===== config.mk =====
export PLATFORM = sky130hd
export DESIGN_NAME = mvm_ram
export DESIGN_NICKNAME = d
export VERILOG_FILES = /design/src/hw/rtl/mvm_ram.sv
export SDC_FILE = /design/constraint.sdc
export NUM_CORES = 2
export LEC_CHECK = 0
export BUFFER_PORTS_ARGS = -buffer_cell sky130_fd_sc_hd__buf_2
export CORE_AREA = 10 10 445 663
export CTS_CLUSTER_SIZE = 8
export DETAILED_ROUTE_END_ITERATION = 8
export DIE_AREA = 0 0 455 673
export SETUP_SLACK_MARGIN = 0.5
export SYNTH_ARGS = -nofsm -noshare
export SYNTH_HDL_FRONTEND = slang
export SYNTH_SLANG_ARGS = --single-unit

===== constraint.sdc =====
create_clock -name clock -period 3.9 [get_ports clock]
set_input_delay 0.975 -clock clock [delete_from_list [all_inputs] [get_ports clock]]
set_output_delay 0.975 -clock clock [all_outputs]
set_load 0.05 [all_outputs]

===== src/hw/rtl/mvm_ram.sv =====
// Generic single-port-write, single-port-read RAM with registered read.
// No dependencies.
module mvm_ram #(
   parameter int WIDTH = 32,
   parameter int DEPTH = 64
) (
   input  logic                     clock,
   input  logic                     wr_en,
   input  logic [$clog2(DEPTH)-1:0] wr_addr,
   input  logic [WIDTH-1:0]         wr_data,
   input  logic                     rd_en,
   input  logic [$clog2(DEPTH)-1:0] rd_addr,
   output logic [WIDTH-1:0]         rd_data
);

   logic [WIDTH-1:0] mem_ff [DEPTH];
   logic [WIDTH-1:0] rd_data_ff;

   always_ff @(posedge clock) begin
      if (wr_en) begin
         mem_ff[wr_addr] <= wr_data;
      end
      if (rd_en) begin
         rd_data_ff <= mem_ff[rd_addr];
      end
   end

   assign rd_data = rd_data_ff;

endmodule


==> impl_metrics.csv <==
group,metric,value,unit
logic_synthesis,synth_async_sr_flop_share,0,%
clock_network,cts_tree,"yes",
clock_network,htreeDepth,5,
clock_network,reg_clk_slew_reported_paths,50,ps
min_path,hold_path.startpoint,"wr_data[17]",
sta,worst-slew-pin-transition,1187,ps
worst_setup_path,arrival,3490,ps
worst_setup_path,critical_path_class,"primary input to flop",
outcome,outcome,"finished, final reports clean",
worst_setup_path,crit_path_end_kind,"flop",
worst_setup_path,timing.critical_path.max_delay_family,"multiplexers",
floorplanning,standard_cell_row_count,239,
clock_network,cts.repair_timing.setup_buffer_count,0,
detailed_routing,drt_iter0_drc,4077,
detailed_routing,route.vias.total,37790,
detailed_routing,postRouteAntennaNets,0,
detailed_routing,drc,0,
logic_synthesis,synthesis.yosys.warnings,0,
logic_synthesis,synth_edf_count,2080,
clock_network,cts_max_path_buffers,4,
clock_network,clock_latency,830,ps
worst_setup_path,crit_path_top_cell_by_count,"mux4_2",
detailed_routing,drtPass1Iterations,5,
global_route,pin_count_of_the_biggest_net_entering_global_routing,65,
sta,timing.final.crit_share,75.74,%
worst_setup_path,crit_path_cell_trace,"buf_8, buf_12, buf_4, mux4_2, mux4_2, o22ai_1, nor2_1",
sta,achievable-frequency,338.5,MHz
clock_network,cts_sinks,2080,
layout,proportion_of_layout_cells_with_a_drive_suffix_above_1,34.36,%
place,io_buffers,78,
worst_setup_path,worstPathRequired,4440,ps
floorplanning,die_h,673,um
place,place_congestion,0.8011,
logic_synthesis,synth-seq-cells,2080,
worst_setup_path,cp_max_fo,28,
detailed_routing,drt-vias-per-instance,4.971,
global_route,first_global_vias,40170,
worst_setup_path,path_buf_inv,3,
global_route,grt_usage,14.16,%
logic_synthesis,synth.net_count,3371,
worst_setup_path,timing_startpoint_of_the_critical_path,"rd_addr[0]",
worst_setup_path,timing.critical_path.from_type,"primary input",
floorplanning,initial_core_util,27.90,%
logic_synthesis,synth_top_flop_cell,"edfxtp_1",
logic_synthesis,synthCells,3324,
detailed_routing,postRouteWirelength,221300,um
floorplanning,std_cell_core_area,0.2826,mm2
pwr,power_total,50.51,mW
clock_network,cts_root_buffer,"clkbuf_16",
sta,rsz0062_at_grt,"false",
sta,drv_slew,0,
worst_setup_path,crit-reg2reg-launch,"mem_ff[21][0]",
layout,fillers,26100,
min_path,timing.hold.worst.class,"primary input to flop",
sta,timing.final.hold_violations,0,
logic_synthesis,synthesis.area,0.07884,mm2
run,drv.max_cap_violation_count,0,
detailed_routing,wire_per_inst,29.11,um
clock_network,cts-buffers-inserted,302,
floorplanning,die-area,0.3062,mm2
global_route,gr-total-overflow,0,
sta,relSlewSlack,20.87,%
layout,final_common_cell,"edfxtp_1",
layout,final_cell_mix,"edfxtp_1, mux4_2, clkbuf_16",
global_route,grt_first_pass_wirelength,310200,um
pwr,power_per_cell_area,533.0,mW/mm2
sta,layout_min_cycle_time,2954,ps
logic_synthesis,unique_cell_type_count_in_the_yosys_netlist,33,
layout,final_net_count,3882,
pwr,power.static_leakage,29.46,nW
sta,clock-skew-final,51.12,ps
clock_network,number_of_buffers_added_to_fix_hold_violations_after_cts,0,
pwr,peak_supply_drop,0.3520,mV
logic_synthesis,avgSynthCellArea,23.72,um2
sta,report.final.setup_viol,0,
floorplanning,floorplan.io_pins,79,
worst_setup_path,crit_path_top_delay_cell,"mux4_2",
clock_network,cts-resized-gates,0,
place,dpl.cell_count,7266,
floorplanning,dieWidth,455,um
worst_setup_path,slowest_delay,560,ps
sta,setup_tns,0,ps
layout,area.growth.synth_to_final,20.19,%
place,post-dp-hpwl,132800,um
layout,final_cell_count_no_fill,7602,
logic_synthesis,synth.yosys.seq_area_share,79.23,%
global_route,antenna_found_initial,31,
-- synthesized netlist by cell type (4+ instances only) --
| cell | number | area [um2] |
|---|---|---|
| nand3b_1 | 5 | 37.54 |
| a41o_1 | 4 | 40.04 |
| and3_1 | 4 | 25.02 |
| nand3_1 | 5 | 25.02 |
| buf_4 | 25 | 187.7 |
| buf_1 | 21 | 78.83 |
| mux2i_1 | 93 | 930.9 |
| a22oi_1 | 12 | 90.09 |
| nor2b_1 | 15 | 93.84 |
| nand2_1 | 26 | 97.59 |
| o221ai_1 | 27 | 236.5 |
| nor3_1 | 7 | 35.03 |
| buf_2 | 57 | 285.3 |
| a21oi_1 | 62 | 310.3 |
| buf_6 | 5 | 56.30 |
| o32ai_1 | 4 | 35.03 |
| clkbuf_1 | 74 | 277.8 |
| mux4_2 | 544 | 12250 |
| nand2b_1 | 8 | 50.05 |
| nor2_1 | 137 | 514.2 |
| o22ai_1 | 84 | 525.5 |
| a311oi_1 | 8 | 70.07 |
| edfxtp_1 | 2080 | 62460 |
-- metrics by stage --
| step | setup WS (ps) | utilization [%] | hold WS [ps] | area (um2) |
|---|---|---|---|---|
| final | 946.2 | 33.53 | 604.6 | 94750 |
| after global routing | 870.4 | 33.53 | 598.9 | 94740 |
| after CTS | 959.0 | 33.52 | 563.5 | 94730 |
| after detailed placement | 92.75 | 30.70 | 850.0 | 86750 |
| after global placement | 46.51 | 30.70 | 805.3 | 86750 |
| after floorplan | 273.1 | - | 750.2 | 78870 |
-- flip-flops by register name, indices dropped and copies added (netlist names) --
signal	count
mem_ff	2048
rd_data	32
-- cell type report --
cell class              instances  area, um2  share of cell area (%)
well taps                    3735       4673                   4.932
clock inverters                11      121.4                  0.1281
repair buffers                389       3637                   3.839
multi-input cells            1062      15980                   16.86
flip-flops and latches       2080      62460                   65.92
clock buffers                 314       7858                   8.293
diodes                         11      27.53                 0.02905
-- cells by family after synthesis --
kind of cell,after synthesis,share of synthesized area [%]
flip-flops,2080,79.23
multiplexers,637,16.72
AND/OR/NAND/NOR,223,1.260
AO/OA/AOI/OAI,202,1.666
buffers and inverters,182,1.124
-- power breakdown --
part           internal [mW]  switching, mW  total (mW)
Sequential              24.9         0.0798        24.9
Combinational          0.984           1.75        2.73
Clock                   14.1           8.78        22.8
Total                   39.9           10.6        50.5
-- worst paths after layout --
kind                                 endpoint  slack [ps]  cells after the start
worst min register to register     rd_data[4]         850                      4
worst max-delay path              rd_data[12]         950                      7
worst max register to register     rd_data[0]        1490                      6
worst min-delay path            mem_ff[3][17]         600                      1
-- metal layers --
metal	vias to the layer above	global-route usage [%]	share of wire, %
li1	15190	-	-
met1	20640	16.21	35
met2	1580	25.37	53
met3	376	2.753	7.1
met4	12	6.507	4.8
met5	-	0	0.038
Note: power is estimated with default switching activity, not from simulation.
