<file path="src/hw/rtl/mvm_pkg.sv">
// Shared types, widths and helpers for the matrix-vector multiply block.
// No dependencies; used by mvm_seq, mvm_mac and the top level.
package mvm_pkg;

   localparam int MAX_ORDER = 64;
   localparam int ADDR_W    = $clog2(MAX_ORDER);
   localparam int DIM_W     = 7;
   localparam int ORD_W     = ($clog2(MAX_ORDER + 1) > DIM_W) ? $clog2(MAX_ORDER + 1) : DIM_W;
   localparam int VALUE_W   = 32;
   localparam int PROD_W    = 2 * VALUE_W;
   localparam int FRAC_W    = 16;
   localparam int RND_W     = PROD_W - FRAC_W;
   localparam int ACC_W     = 64;
   localparam int ROW_IDX_W = 6;

   localparam logic [DIM_W-1:0]  DIM_RESET = DIM_W'(64);
   localparam logic [PROD_W-1:0] ROUND_BIAS = PROD_W'(1) << (FRAC_W - 1);

   typedef enum logic {
      CMD_LOAD   = 1'b0,
      CMD_MATRIX = 1'b1
   } cmd_type;

   typedef struct packed {
      cmd_type                    cmd;
      logic signed [VALUE_W-1:0]  value;
   } req_type;

   typedef struct packed {
      logic signed [VALUE_W-1:0]  row_sum;
      logic [ROW_IDX_W-1:0]       row_index;
      logic                       saturated;
      logic                       last;
   } rsp_type;

   // one matrix element headed into the MAC pipeline
   typedef struct packed {
      logic                       valid;
      logic                       row_end;
      logic                       last;
      logic [ADDR_W-1:0]          row;
   } issue_type;

   typedef struct packed {
      logic                       wr_en;
      logic                       rd_en;
      logic [ADDR_W-1:0]          addr;
      logic [VALUE_W-1:0]         wr_data;
   } ram_req_type;

   // dimension zero acts as order 1, anything above the build limit as the limit
   function automatic logic [ORD_W-1:0] order_in_use(input logic [DIM_W-1:0] dim);
      logic [ORD_W-1:0] res;
      if (dim == '0) begin
         res = ORD_W'(1);
      end else if (ORD_W'(dim) > ORD_W'(MAX_ORDER)) begin
         res = ORD_W'(MAX_ORDER);
      end else begin
         res = ORD_W'(dim);
      end
      return res;
   endfunction

endpackage

</file>
<file path="src/hw/rtl/mvm_seq.sv">
// Position sequencer: order register, load/column/row counters, store access.
// Depends on mvm_pkg.
module mvm_seq (
   input  logic                         clock,
   input  logic                         reset,
   input  logic                         accept,
   input  mvm_pkg::req_type             req_data,
   input  logic                         csr_write,
   input  logic [mvm_pkg::DIM_W-1:0]    csr_data,
   output mvm_pkg::issue_type           issue,
   output mvm_pkg::ram_req_type         ram_req
);

   logic [mvm_pkg::ORD_W-1:0]  order_ff,    order_in;
   logic [mvm_pkg::ADDR_W-1:0] load_pos_ff, load_pos_in;
   logic [mvm_pkg::ADDR_W-1:0] col_pos_ff,  col_pos_in;
   logic [mvm_pkg::ADDR_W-1:0] row_pos_ff,  row_pos_in;

   logic [mvm_pkg::ADDR_W-1:0] lp, cp, rp;
   logic                       load_wrap, row_end, is_last;

   always_comb begin
      // positions left past a lowered order restart at zero
      lp = (mvm_pkg::ORD_W'(load_pos_ff) >= order_ff) ? '0 : load_pos_ff;
      cp = (mvm_pkg::ORD_W'(col_pos_ff)  >= order_ff) ? '0 : col_pos_ff;
      rp = (mvm_pkg::ORD_W'(row_pos_ff)  >= order_ff) ? '0 : row_pos_ff;

      load_wrap = (mvm_pkg::ORD_W'(lp) + mvm_pkg::ORD_W'(1)) >= order_ff;
      row_end   = (mvm_pkg::ORD_W'(cp) + mvm_pkg::ORD_W'(1)) >= order_ff;
      is_last   = (mvm_pkg::ORD_W'(rp) + mvm_pkg::ORD_W'(1)) >= order_ff;

      order_in    = csr_write ? mvm_pkg::order_in_use(csr_data) : order_ff;
      load_pos_in = load_pos_ff;
      col_pos_in  = col_pos_ff;
      row_pos_in  = row_pos_ff;

      issue         = '0;
      ram_req       = '0;
      ram_req.wr_data = req_data.value;

      if (accept) begin
         case (req_data.cmd)
            mvm_pkg::CMD_LOAD: begin
               ram_req.wr_en = 1'b1;
               ram_req.addr  = lp;
               load_pos_in   = load_wrap ? '0 : lp + mvm_pkg::ADDR_W'(1);
            end
            mvm_pkg::CMD_MATRIX: begin
               ram_req.rd_en = 1'b1;
               ram_req.addr  = cp;
               issue.valid   = 1'b1;
               issue.row_end = row_end;
               issue.last    = row_end && is_last;
               issue.row     = rp;
               col_pos_in    = row_end ? '0 : cp + mvm_pkg::ADDR_W'(1);
               if (row_end) begin
                  row_pos_in = is_last ? '0 : rp + mvm_pkg::ADDR_W'(1);
               end else begin
                  row_pos_in = rp;
               end
            end
            default: begin
               load_pos_in = load_pos_ff;
            end
         endcase
      end
   end

   always_ff @(posedge clock) begin
      if (reset) begin
         order_ff    <= mvm_pkg::order_in_use(mvm_pkg::DIM_RESET);
         load_pos_ff <= '0;
         col_pos_ff  <= '0;
         row_pos_ff  <= '0;
      end else begin
         order_ff    <= order_in;
         load_pos_ff <= load_pos_in;
         col_pos_ff  <= col_pos_in;
         row_pos_ff  <= row_pos_in;
      end
   end

endmodule

</file>
<file path="config.mk">
export PLATFORM = sky130hd
export DESIGN_NAME = mvm_seq
export DESIGN_NICKNAME = d
export VERILOG_FILES = /design/src/hw/rtl/mvm_pkg.sv /design/src/hw/rtl/mvm_seq.sv
export SDC_FILE = /design/constraint.sdc
export NUM_CORES = 1
export LEC_CHECK = 0
export CORE_ASPECT_RATIO = 0.9
export CORE_UTILIZATION = 50
export DETAILED_ROUTE_END_ITERATION = 16
export DONT_BUFFER_PORTS = 1
export GPL_TIMING_DRIVEN = 1
export SYNTH_ARGS = -nofsm -noshare
export SYNTH_HDL_FRONTEND = slang
export SYNTH_SLANG_ARGS = --single-unit
</file>
<file path="constraint.sdc">
create_clock -name clock -period 8.7 [get_ports clock]
set_clock_uncertainty 0.1 [all_clocks]
set_input_delay 1.74 -clock clock [delete_from_list [all_inputs] [get_ports clock]]
set_output_delay 1.74 -clock clock [all_outputs]
set_load 0.005 [all_outputs]
</file>
==> metrics.txt <==
Clock Latency Late Sink 0.28 ns; hold slack final 0.437 ns; distinct cell type count after synthesis 48; Final ANT Viol Nets 0; number of synthesized register bits 25; Total Routed Length 5.67 mm; fraction of power consumed by sequential logic 50.9%; placer's final routability congestion estimate 0.785; mux contribution to synthesized area 0.384%; number of buffers created by CTS 3; peak clock frequency supported by timing 152 MHz; area growth from synthesis to layout -6.24%; Hold Crit Depth 2; headroom to the max-slew limit 33.1%; Yosys top cell area share 20.2%; Mapped Nets 410; result of the run finished clean; leakage dissipation 1.05 nW; full die area 5500 um2; Finished Layout Cells 350; final HPWL from detailed placement 4.22 mm; Chip Width 78.1 um; maximum number of pins on one net before global-route repair 28; total number of nets in the final design 372; Max Cap Violations 0; Total Routing Usage GR 22.0%; Post-synth EDFFs 0; Initial Utilization 52.9%; Worst Path Max Fanout 13; count of unresolved DRC violations after routing 0; dominant synthesized flop cell dfxtp_1; DR WL/cell 16.2 um; clock tree from TritonCTS done; proportion of total power due to net switching 29.9%; cell area after synthesis 2600 um2; clk slew on worst S/H paths 0.10 ns; setup_tns 0 ns; Post-Synthesis Mean Instance Area 8.04 um2; via count of the first global-routing pass 1905; residual overflow from global routing 0; switching power of the nets 0.0714 mW; 1st-iter DRT viols 99; vertical extent of the die 70.5 um; share of the core filled with cells in the final layout 49.6%; area fraction in compound gates after synthesis 18.4%; Worst Slack Setup Final 2.12 ns; dpl ws 2.44 ns; Via density 5.98; Synth Area in Adders 20.2%; Ys Warns 0; simple-gate portion of the synthesized area 23.2%; transition time of the tightest slew-check pin 0.999 ns; Internal Power 0.167 mW; post-CTS setup buffers 0; fraction of power consumed by combinational cells 18.1%; Crit Path Category flop to output port; required time of the critical path 6.86 ns; first-pass GRT wire length 9.60 mm; # diodes 0; worst min-delay path class flop to flop; Startpoint Class flop; buffers added on ports 0; placed instance count 346; Finish-stage setup viols 0; number of pins with negative max-slew slack in the final report 0; area of the core 4920 um2; number of H-tree levels 1; buffer cell driving the clock tree root clkbuf_8; unrepaired setup endpoints after global routing no; vias post-DR 2092; CTS-repair resized insts 0; number of buffers inserted by hold repair at cts 0; Pwr per Cell Area 97.7 nW/um2; Fin. Hold Viols 0; Pre-antenna DRT Iters 4; proportion of synthesized chip area in sequential cells 19.2%; fin crit share 75.7%; Cells after Synth 324; Max clock buf depth 2; total of fill cells in the finished design 513; share of total power in the clock network 31.0%; share of the synthesized netlist area taken by xor and xnor gates 4.37%; fraction of layout instances using a drive strength above 1 4.21%; Critical Path Sink Type output port; worst voltage drop across the vdd grid 57.6 uV; cell type with the largest total area after synthesis ha_1; path depth of the worst reg2reg path 16; number of ports placed on the die boundary 93; combinational family with the most area after synthesis simple AND/OR/NAND/NOR gates; data arrival at the endpoint of the critical path 4.74 ns; clock sink count 25; number of antenna violations at the first check in global routing 0; final critical delay including setup and external delays 6.58 ns; most area-consuming cells after synthesis ha_1 (20%), dfxtp_1 (19%), buf_4 (9.5%); Row Count 24; ys async rst share 0%
[cells by family (layout without fill, tap and decap cells)]
family	Yosys count	in the layout
AOI/OAI and AO/OA	67	67
xor gates and xnor gates	13	13
adders and majority gates	42	42
buffers and inverters	64	25
DFF	25	25
muxes	1	1
and+or+nand+nor	112	112
[layout make-up]
| class | instances | area [um2] | area share, % |
|---|---|---|---|
| multi-input cells | 235 | 1740 | 71.1 |
| flip-flops and latches | 25 | 500 | 20.5 |
| well taps | 65 | 81.3 | 3.33 |
| inverters | 21 | 78.8 | 3.23 |
| clock buffers | 3 | 41.3 | 1.69 |
| clock inverters | 1 | 5.00 | 0.205 |
[power groups by stage]
stage	sequential (mW)	combinational, mW	clock [mW]
2_1_floorplan	0.122	0.0507	0
3_3_place_gp	0.124	0.0426	0
3_5_place_dp	0.124	0.0432	0
4_1_cts	0.121	0.0435	0.0770
5_1_grt	0.122	0.0501	0.0817
6_report	0.121	0.0432	0.0739
[worst max-delay path, stage by stage (launching register included)]
cell and delay, ns:
dfxtp_1 0.31, inv_1 0.23, ha_1 0.29, a21o_1 0.16
a21oi_1 0.14, a2bb2oi_1 0.73, and2_1 0.27, ha_1 0.27
nand3_1 0.12, xnor2_1 0.14, and2_1 0.17, ha_1 0.27
o21ai_1 0.13, nand2b_1 0.07, a31oi_1 0.80, nor2_1 0.16
and2_1 0.20
[worst paths after layout]
check,from,to,slack [ns]
hold / removal,col_pos_ff[1],col_pos_ff[1],0.44
hold reg to reg,col_pos_ff[1],col_pos_ff[1],0.44
setup reg to reg,order_ff[4],row_pos_ff[5],3.71
setup / recovery,order_ff[4],issue[6],2.12
[synthesized netlist by cell type (5+ instances only)]
cell type  number
a22oi_1         5
nor3_1          6
xnor2_1         9
nor2_1         19
inv_1          19
nand2b_1       11
and2_1          8
nand2_1        17
buf_4          33
ha_1           42
dfxtp_1        25
a21oi_1        14
and3_1          5
a31oi_1         8
o21ai_0         6
nand3_1        17
nor2b_1        11
a21o_1          8
clkbuf_1        6
[placed cells by master, fill, tap and decap left out, drive strengths merged, types with 4 or more instances in the layout]
| cell type | n |
|---|---|
| a21o | 8 |
| a21oi | 14 |
| a22oi | 5 |
| a31oi | 9 |
| and2 | 8 |
| and3 | 5 |
| dfxtp | 25 |
| ha | 42 |
| inv | 21 |
| nand2 | 17 |
| nand2b | 11 |
| nand3 | 17 |
| nor2 | 19 |
| nor2b | 11 |
| nor3 | 6 |
| o21ai | 9 |
| o22ai | 6 |
| o32ai | 4 |
| or4 | 4 |
| xnor2 | 9 |
| xor2 | 4 |
[state kept, by name (all words and copies together) (netlist names)]
signal       flops
col_pos_ff       6
load_pos_ff      6
order_ff         7
row_pos_ff       6
[stage by stage]
step	area [um2]	total power, mW
2_1_floorplan	2610	0.173
6_report	2440	0.239
5_1_grt	2440	0.254
4_1_cts	2440	0.242
3_5_place_dp	2400	0.167
3_3_place_gp	2400	0.167
[routing by layer]
metal	up-vias	routed length, um	global-route usage, %
met1	982	2770	30.3
met5	-	0	0
met2	52	2560	35.8
li1	1048	-	-
met4	0	39	3.91
met3	10	305	4.18
Note: power is estimated with default switching activity, not from simulation.
