[src/hw/rtl/mvm_pkg.sv]
// Shared types, widths and helpers for the matrix-vector multiply block.
// No dependencies; used by mvm_seq, mvm_mac and the top level.
package mvm_pkg;

   localparam int MAX_ORDER = 64;
   localparam int ADDR_W    = $clog2(MAX_ORDER);
   localparam int DIM_W     = 7;
   localparam int ORD_W     = ($clog2(MAX_ORDER + 1) > DIM_W) ? $clog2(MAX_ORDER + 1) : DIM_W;
   localparam int VALUE_W   = 32;
   localparam int PROD_W    = 2 * VALUE_W;
   localparam int FRAC_W    = 16;
   localparam int RND_W     = PROD_W - FRAC_W;
   localparam int ACC_W     = 64;
   localparam int ROW_IDX_W = 6;

   localparam logic [DIM_W-1:0]  DIM_RESET = DIM_W'(64);
   localparam logic [PROD_W-1:0] ROUND_BIAS = PROD_W'(1) << (FRAC_W - 1);

   typedef enum logic {
      CMD_LOAD   = 1'b0,
      CMD_MATRIX = 1'b1
   } cmd_type;

   typedef struct packed {
      cmd_type                    cmd;
      logic signed [VALUE_W-1:0]  value;
   } req_type;

   typedef struct packed {
      logic signed [VALUE_W-1:0]  row_sum;
      logic [ROW_IDX_W-1:0]       row_index;
      logic                       saturated;
      logic                       last;
   } rsp_type;

   // one matrix element headed into the MAC pipeline
   typedef struct packed {
      logic                       valid;
      logic                       row_end;
      logic                       last;
      logic [ADDR_W-1:0]          row;
   } issue_type;

   typedef struct packed {
      logic                       wr_en;
      logic                       rd_en;
      logic [ADDR_W-1:0]          addr;
      logic [VALUE_W-1:0]         wr_data;
   } ram_req_type;

   // dimension zero acts as order 1, anything above the build limit as the limit
   function automatic logic [ORD_W-1:0] order_in_use(input logic [DIM_W-1:0] dim);
      logic [ORD_W-1:0] res;
      if (dim == '0) begin
         res = ORD_W'(1);
      end else if (ORD_W'(dim) > ORD_W'(MAX_ORDER)) begin
         res = ORD_W'(MAX_ORDER);
      end else begin
         res = ORD_W'(dim);
      end
      return res;
   endfunction

endpackage

[src/hw/rtl/mvm_mac.sv]
// Multiply-accumulate pipeline: multiply, round, accumulate, clamp, result register.
// Depends on mvm_pkg; fed by mvm_seq and the vector store read port.
module mvm_mac (
   input  logic                          clock,
   input  logic                          reset,
   input  mvm_pkg::issue_type            issue,
   input  logic signed [mvm_pkg::VALUE_W-1:0] value,
   input  logic [mvm_pkg::VALUE_W-1:0]   vec_q,
   input  logic                          rsp_stall,
   output logic                          rsp_valid,
   output mvm_pkg::rsp_type              rsp_data,
   output logic                          advance
);

   mvm_pkg::issue_type s1_ff, s1_in, s2_ff, s2_in, s3_ff, s3_in;
   logic signed [mvm_pkg::VALUE_W-1:0] s1_value_ff, s1_value_in;
   logic signed [mvm_pkg::PROD_W-1:0]  prod_ff, prod_in;
   logic signed [mvm_pkg::RND_W-1:0]   rnd_ff, rnd_in;
   logic signed [mvm_pkg::ACC_W-1:0]   acc_ff, acc_in;
   logic signed [mvm_pkg::ACC_W-1:0]   pend_sum_ff, pend_sum_in;
   logic                               pend_valid_ff, pend_valid_in;
   logic [mvm_pkg::ADDR_W-1:0]         pend_row_ff, pend_row_in;
   logic                               pend_last_ff, pend_last_in;
   logic                               out_valid_ff, out_valid_in;
   mvm_pkg::rsp_type                   out_ff, out_in;

   logic signed [mvm_pkg::PROD_W-1:0]  biased;
   logic signed [mvm_pkg::ACC_W-1:0]   sum;
   logic                               load_out, in_range;

   // freeze only when a finished sum is waiting and the result register is blocked
   assign advance  = !(pend_valid_ff && out_valid_ff && rsp_stall);
   assign load_out = pend_valid_ff && advance;

   always_comb begin
      s1_in       = s1_ff;
      s1_value_in = s1_value_ff;
      s2_in       = s2_ff;
      s3_in       = s3_ff;
      prod_in     = prod_ff;
      rnd_in      = rnd_ff;
      acc_in      = acc_ff;

      biased = prod_ff + $signed(mvm_pkg::ROUND_BIAS);
      sum    = acc_ff + mvm_pkg::ACC_W'(rnd_ff);

      pend_valid_in = pend_valid_ff && !advance;
      pend_sum_in   = pend_sum_ff;
      pend_row_in   = pend_row_ff;
      pend_last_in  = pend_last_ff;

      if (advance) begin
         s1_in       = issue;
         s1_value_in = issue.valid ? value : s1_value_ff;
         s2_in       = s1_ff;
         prod_in     = s1_ff.valid ? s1_value_ff * $signed(vec_q) : prod_ff;
         s3_in       = s2_ff;
         rnd_in      = s2_ff.valid ? biased[mvm_pkg::PROD_W-1:mvm_pkg::FRAC_W] : rnd_ff;
         if (s3_ff.valid) begin
            acc_in = s3_ff.row_end ? '0 : sum;
            if (s3_ff.row_end) begin
               pend_valid_in = 1'b1;
               pend_sum_in   = sum;
               pend_row_in   = s3_ff.row;
               pend_last_in  = s3_ff.last;
            end
         end
      end

      // clamp to Q16.16: in range when the top 33 bits agree
      in_range = (pend_sum_ff[mvm_pkg::ACC_W-1:mvm_pkg::VALUE_W-1] == '0) ||
                 (pend_sum_ff[mvm_pkg::ACC_W-1:mvm_pkg::VALUE_W-1] == '1);
      out_in           = out_ff;
      out_valid_in     = out_valid_ff && rsp_stall;
      if (load_out) begin
         out_valid_in        = 1'b1;
         out_in.row_index    = mvm_pkg::ROW_IDX_W'(pend_row_ff);
         out_in.last         = pend_last_ff;
         out_in.saturated    = !in_range;
         if (in_range) begin
            out_in.row_sum = pend_sum_ff[mvm_pkg::VALUE_W-1:0];
         end else if (pend_sum_ff[mvm_pkg::ACC_W-1]) begin
            out_in.row_sum = {1'b1, {(mvm_pkg::VALUE_W-1){1'b0}}};
         end else begin
            out_in.row_sum = {1'b0, {(mvm_pkg::VALUE_W-1){1'b1}}};
         end
      end
   end

   always_ff @(posedge clock) begin
      if (reset) begin
         s1_ff         <= '0;
         s2_ff         <= '0;
         s3_ff         <= '0;
         acc_ff        <= '0;
         pend_valid_ff <= 1'b0;
         out_valid_ff  <= 1'b0;
      end else begin
         s1_ff         <= s1_in;
         s2_ff         <= s2_in;
         s3_ff         <= s3_in;
         acc_ff        <= acc_in;
         pend_valid_ff <= pend_valid_in;
         out_valid_ff  <= out_valid_in;
      end
   end

   always_ff @(posedge clock) begin
      s1_value_ff  <= s1_value_in;
      prod_ff      <= prod_in;
      rnd_ff       <= rnd_in;
      pend_sum_ff  <= pend_sum_in;
      pend_row_ff  <= pend_row_in;
      pend_last_ff <= pend_last_in;
      out_ff       <= out_in;
   end

   assign rsp_valid = out_valid_ff;
   assign rsp_data  = out_ff;

endmodule

[config.mk]
export PLATFORM = sky130hd
export DESIGN_NAME = mvm_mac
export DESIGN_NICKNAME = d
export VERILOG_FILES = /design/src/hw/rtl/mvm_pkg.sv /design/src/hw/rtl/mvm_mac.sv
export SDC_FILE = /design/constraint.sdc
export NUM_CORES = 2
export LEC_CHECK = 0
export BUFFER_PORTS_ARGS = -buffer_cell sky130_fd_sc_hd__buf_2
export CORE_MARGIN = 5
export CORE_UTILIZATION = 35
export DETAILED_ROUTE_END_ITERATION = 16
export PLACE_DENSITY = 0.55
export SYNTH_ARGS = -nofsm -noshare
export SYNTH_HDL_FRONTEND = slang
export SYNTH_SLANG_ARGS = --single-unit
[constraint.sdc]
create_clock -name clock -period 8.85 [get_ports clock]
set_input_delay 0.885 -clock clock [delete_from_list [all_inputs] [get_ports clock]]
set_output_delay 0.885 -clock clock [all_outputs]
set_load 0.005 [all_outputs]
==> impl.org <==
** Route
- Antenna viol nets, final :: 0
- Per-cell via count in the routed design :: 4.90
- Count of unresolved DRC violations after routing :: 0
- Before antenna repair, the detailed router went through 5 iterations.
- WL/cell :: 19.9 microns
- The detailed router finished its first iteration with 2132 violations.
- For this block, the via count after detailed routing is 34600.
- The final layout contains routed wiring with a total length of 141 mm.

** Logic synthesis
- Counting flops and latches in the post-synthesis netlist gives 333.
- Post-synthesis instance area :: 50800 sq um
- Counting flops with an async set or reset pin after synthesis yields a share of 0.
- Netlist cell types :: 82
- During synthesis, Yosys emitted a total of 0 warnings.
- Synthesized instance count :: 5092
- For this run, the register share of the synthesized area comes to 0.178.
- Most used DFF post-synth :: edfxtp_1
- Counting flops with a built-in enable in the synthesized netlist gives 240.
- Synthesis produced a netlist with a net count of 6494.
- A synthesized cell averages 9.99 sq um.

** Global routing
- Gr usage total :: 0.188
- Met1 track utilization from global routing :: 0.268
- For this run the aggregate overflow at the end of global routing stands at 0.
- Largest net degree at the start of global routing :: 78
- For this run, global-route usage on met2 was measured as 0.288.
- The via count of the first global-routing pass was 37800.
- Met3 demand-to-capacity share in global routing :: 0.0491
- Layer with the highest usage :: met2
- Number of antenna violations at the first check in global routing :: 11
- The first global-routing pass estimated 223 mm of wire.

** STA
- Achievable frequency :: 0.120 GHz
- Least-Margin Pin Slew :: 1.19 ns
- RSZ-0062 raised after global routing :: no
- The worst pin sits at a relative slew slack of 0.204.
- Post-route fraction of the period consumed by the critical path :: 0.943
- Setup violations remaining at the end of the flow were counted as 0.
- Final TNS setup :: 0 ns
- Count of endpoints failing hold in the final timing report :: 0
- The routed design could run at a clock period as short as 8.35 ns.
- In the post-route analysis, the smallest setup slack over all paths is 0.502 ns.
- For the final database, setup skew stands at 0.0567 ns.
- The number of max-slew violations in the final report was 0.

** CTS
- After clock tree synthesis, the clock-pin slew on the worst setup and hold paths is 0.06 ns.
- Clock latency on the worst-skew pair, taken at its later pin, is 0.62 ns.
- The number of gates resized after CTS was 0.
- Number of buffers on the longest clock path :: 3
- The clock drives 333 sinks.
- The H-tree was split into 2 levels.
- In this run, CTS created clock tree buffers numbering 39.
- TritonCTS built the clock tree.
- Post-CTS timing repair inserted 0 buffers for setup.
- In this run, post-CTS hold repair placed 0 buffers.
- In this run the clock root is driven by a clkbuf_16.

** Cells and area
- The count of cells in the finished layout, fillers not included, comes to 7061.
- Post-synthesis to final-layout area growth :: 8.62%
- Fraction of final layout cells sized beyond drive strength 1 :: 0.0671
- Leaving out fill and tap cells, the most frequent cell in the layout is fa_1.
- Final #Nets :: 6525
- Commonest cells after routing, fill and taps aside :: 1082 x fa_1, 1011 x inv_1, 657 x nand2_1
- The filler cells instantiated in the layout total 14400.
- After routing the design area is 55200 sq um.

** Place
- After legalization and detailed placement, the total HPWL measured 113 mm.
- Once placement completed, the tool counted placed cells totaling 6985.
- Placement Setup Slack :: 0.209 ns
- Post-detailed-placement cell area :: 53900 sq um
- Final weighted congestion in routability-driven placement :: 0.888
- In this run the tool buffered the top-level ports with 117 buffer cells.

** Setup path
- Cell with the most instances on the worst path :: fa_1
- The worst setup path is of the reg2reg kind.
- Critical path required time :: 9.16 ns
- Worst EP arrival :: 8.66 ns
- In this design, the stage delay of the slowest critical-path cell is 1.14 ns.
- CP startpoint kind :: flop
- Dominant delay contributor by cell family on the critical path :: adder cells
- Standard cell with the maximum stage delay on the critical path :: edfxtp_1
- Type of element capturing the critical path :: flop
- Of all nets on the critical path, the largest fanout is 20.
- List of cells traversed by the critical path :: buf_4 -> and2_1 -> fa_1 -> fa_1 -> inv_1 -> fa_1 -> fa_1 -> inv_1 -> fa_1 -> fa_1 -> fa_1 -> fa_1 -> ha_1 -> o21a_1 -> o211ai_1 -> nor3_1 -> a221o_1 -> nor2_1 -> o21ai_0 -> a31oi_1 -> xnor2_1
- Worst R2R Setup Slack :: 0.50 ns
- Buffering stage count on the worst path with inverters included :: 3

** Floorplan
- In this run the standard cell core region covers 144000 sq um.
- From left edge to right edge, the die measures 391 microns.
- The floorplan step defined a die boundary enclosing 153000 sq um.
- Starting Density :: 0.353
- Number of placed I/O pins :: 118
- After floorplanning, the core was divided into 139 placement rows.
- The die is 391 microns tall.

** Worst hold path
- Type of the tightest min-delay check :: reg2reg

** Job
- Number of max-capacitance violations reported :: 0

** Outcome
- The flow ran to the end, and the final reports show no timing, DRC or antenna violations.
-- cell type report --
cell class | count | area, sq um | area share
Sequential cell | 333 | 9070 | 0.164
Multi-Input combinational cell | 3488 | 37000 | 0.671
Antenna cell | 4 | 10.0 | 0.000181
Clock inverter | 19 | 225 | 0.00408
Timing Repair Buffer | 247 | 1620 | 0.0294
Clock buffer | 53 | 1080 | 0.0196
Inverter | 1014 | 3810 | 0.0689
Tap cell | 1903 | 2380 | 0.0431
-- worst paths after layout --
kind | startpoint | endpoint | cells after the start
worst max register to register | s1_value_ff[15]$_DFFE_PP_ | prod_ff[41]$_DFFE_PP_ | 21
worst min register to register | pend_last_ff$_DFFE_PP_ | rsp_data[0]$_DFFE_PP_ | 0
worst max-delay path | s1_value_ff[15]$_DFFE_PP_ | prod_ff[41]$_DFFE_PP_ | 21
worst min-delay path | pend_last_ff$_DFFE_PP_ | rsp_data[0]$_DFFE_PP_ | 0
-- registers in the layout, indices dropped and copies added, names as in the netlist, named ones only --
signal,cells
s2_ff,9
s1_value_ff,32
pend_row_ff,6
s3_ff,9
pend_last_ff,1
rsp_data,40
prod_ff,49
rsp_valid,1
pend_sum_ff,64
rnd_ff,48
acc_ff,64
s1_ff,9
-- metrics by stage --
stage                util  hold WS [ns]
detailed placement  0.374         0.406
finish              0.384         0.416
global route        0.383         0.410
global placement    0.374         0.402
CTS                 0.383         0.396
floorplan               -         0.400
-- Yosys cell counts (8+ instances only) --
cell type | n | area share
fa_1 | 1082 | 0.43
inv_1 | 1014 | 0.075
nand2_1 | 658 | 0.049
and2_1 | 494 | 0.061
clkbuf_1 | 251 | 0.019
ha_1 | 244 | 0.060
edfxtp_1 | 240 | 0.14
a21oi_1 | 152 | 0.015
nor2_1 | 132 | 0.0097
xnor2_1 | 117 | 0.020
a21o_1 | 93 | 0.014
dfxtp_1 | 93 | 0.037
o21ai_0 | 57 | 0.0056
xor2_1 | 51 | 0.0088
a22oi_1 | 39 | 0.0058
nand4_1 | 39 | 0.0048
nand3_1 | 36 | 0.0035
and3_1 | 28 | 0.0034
a22o_1 | 21 | 0.0036
nand2b_1 | 20 | 0.0025
o21bai_1 | 19 | 0.0028
nor3_1 | 17 | 0.0017
a31oi_1 | 16 | 0.0020
a211oi_1 | 15 | 0.0022
nor2b_1 | 14 | 0.0017
o21a_1 | 14 | 0.0021
nor4_1 | 11 | 0.0014
o211ai_1 | 11 | 0.0016
o31ai_1 | 8 | 0.0012
-- cells by family after synthesis --
logic type	after synthesis	share of synthesized area
xor+xnor	168	0.0289
mux	2	0.000394
compound gates	511	0.0691
fa+ha+maj	1326	0.486
simple gates	1481	0.143
buf+inv	1271	0.0939
flops	333	0.178
-- per-layer routing --
metal / wire length [microns] / vias up / share of wire
met1: 64700 / 17700 / 0.46
met3: 12200 / 187 / 0.087
met5: 20 / - / 0.00014
li1: - / 15600 / -
met4: 3520 / 2 / 0.025
met2: 60300 / 1073 / 0.43
Power is left out: the tool's default activity adds up to more than one toggle a clock period on the data nets, which glitch-free logic cannot reach.
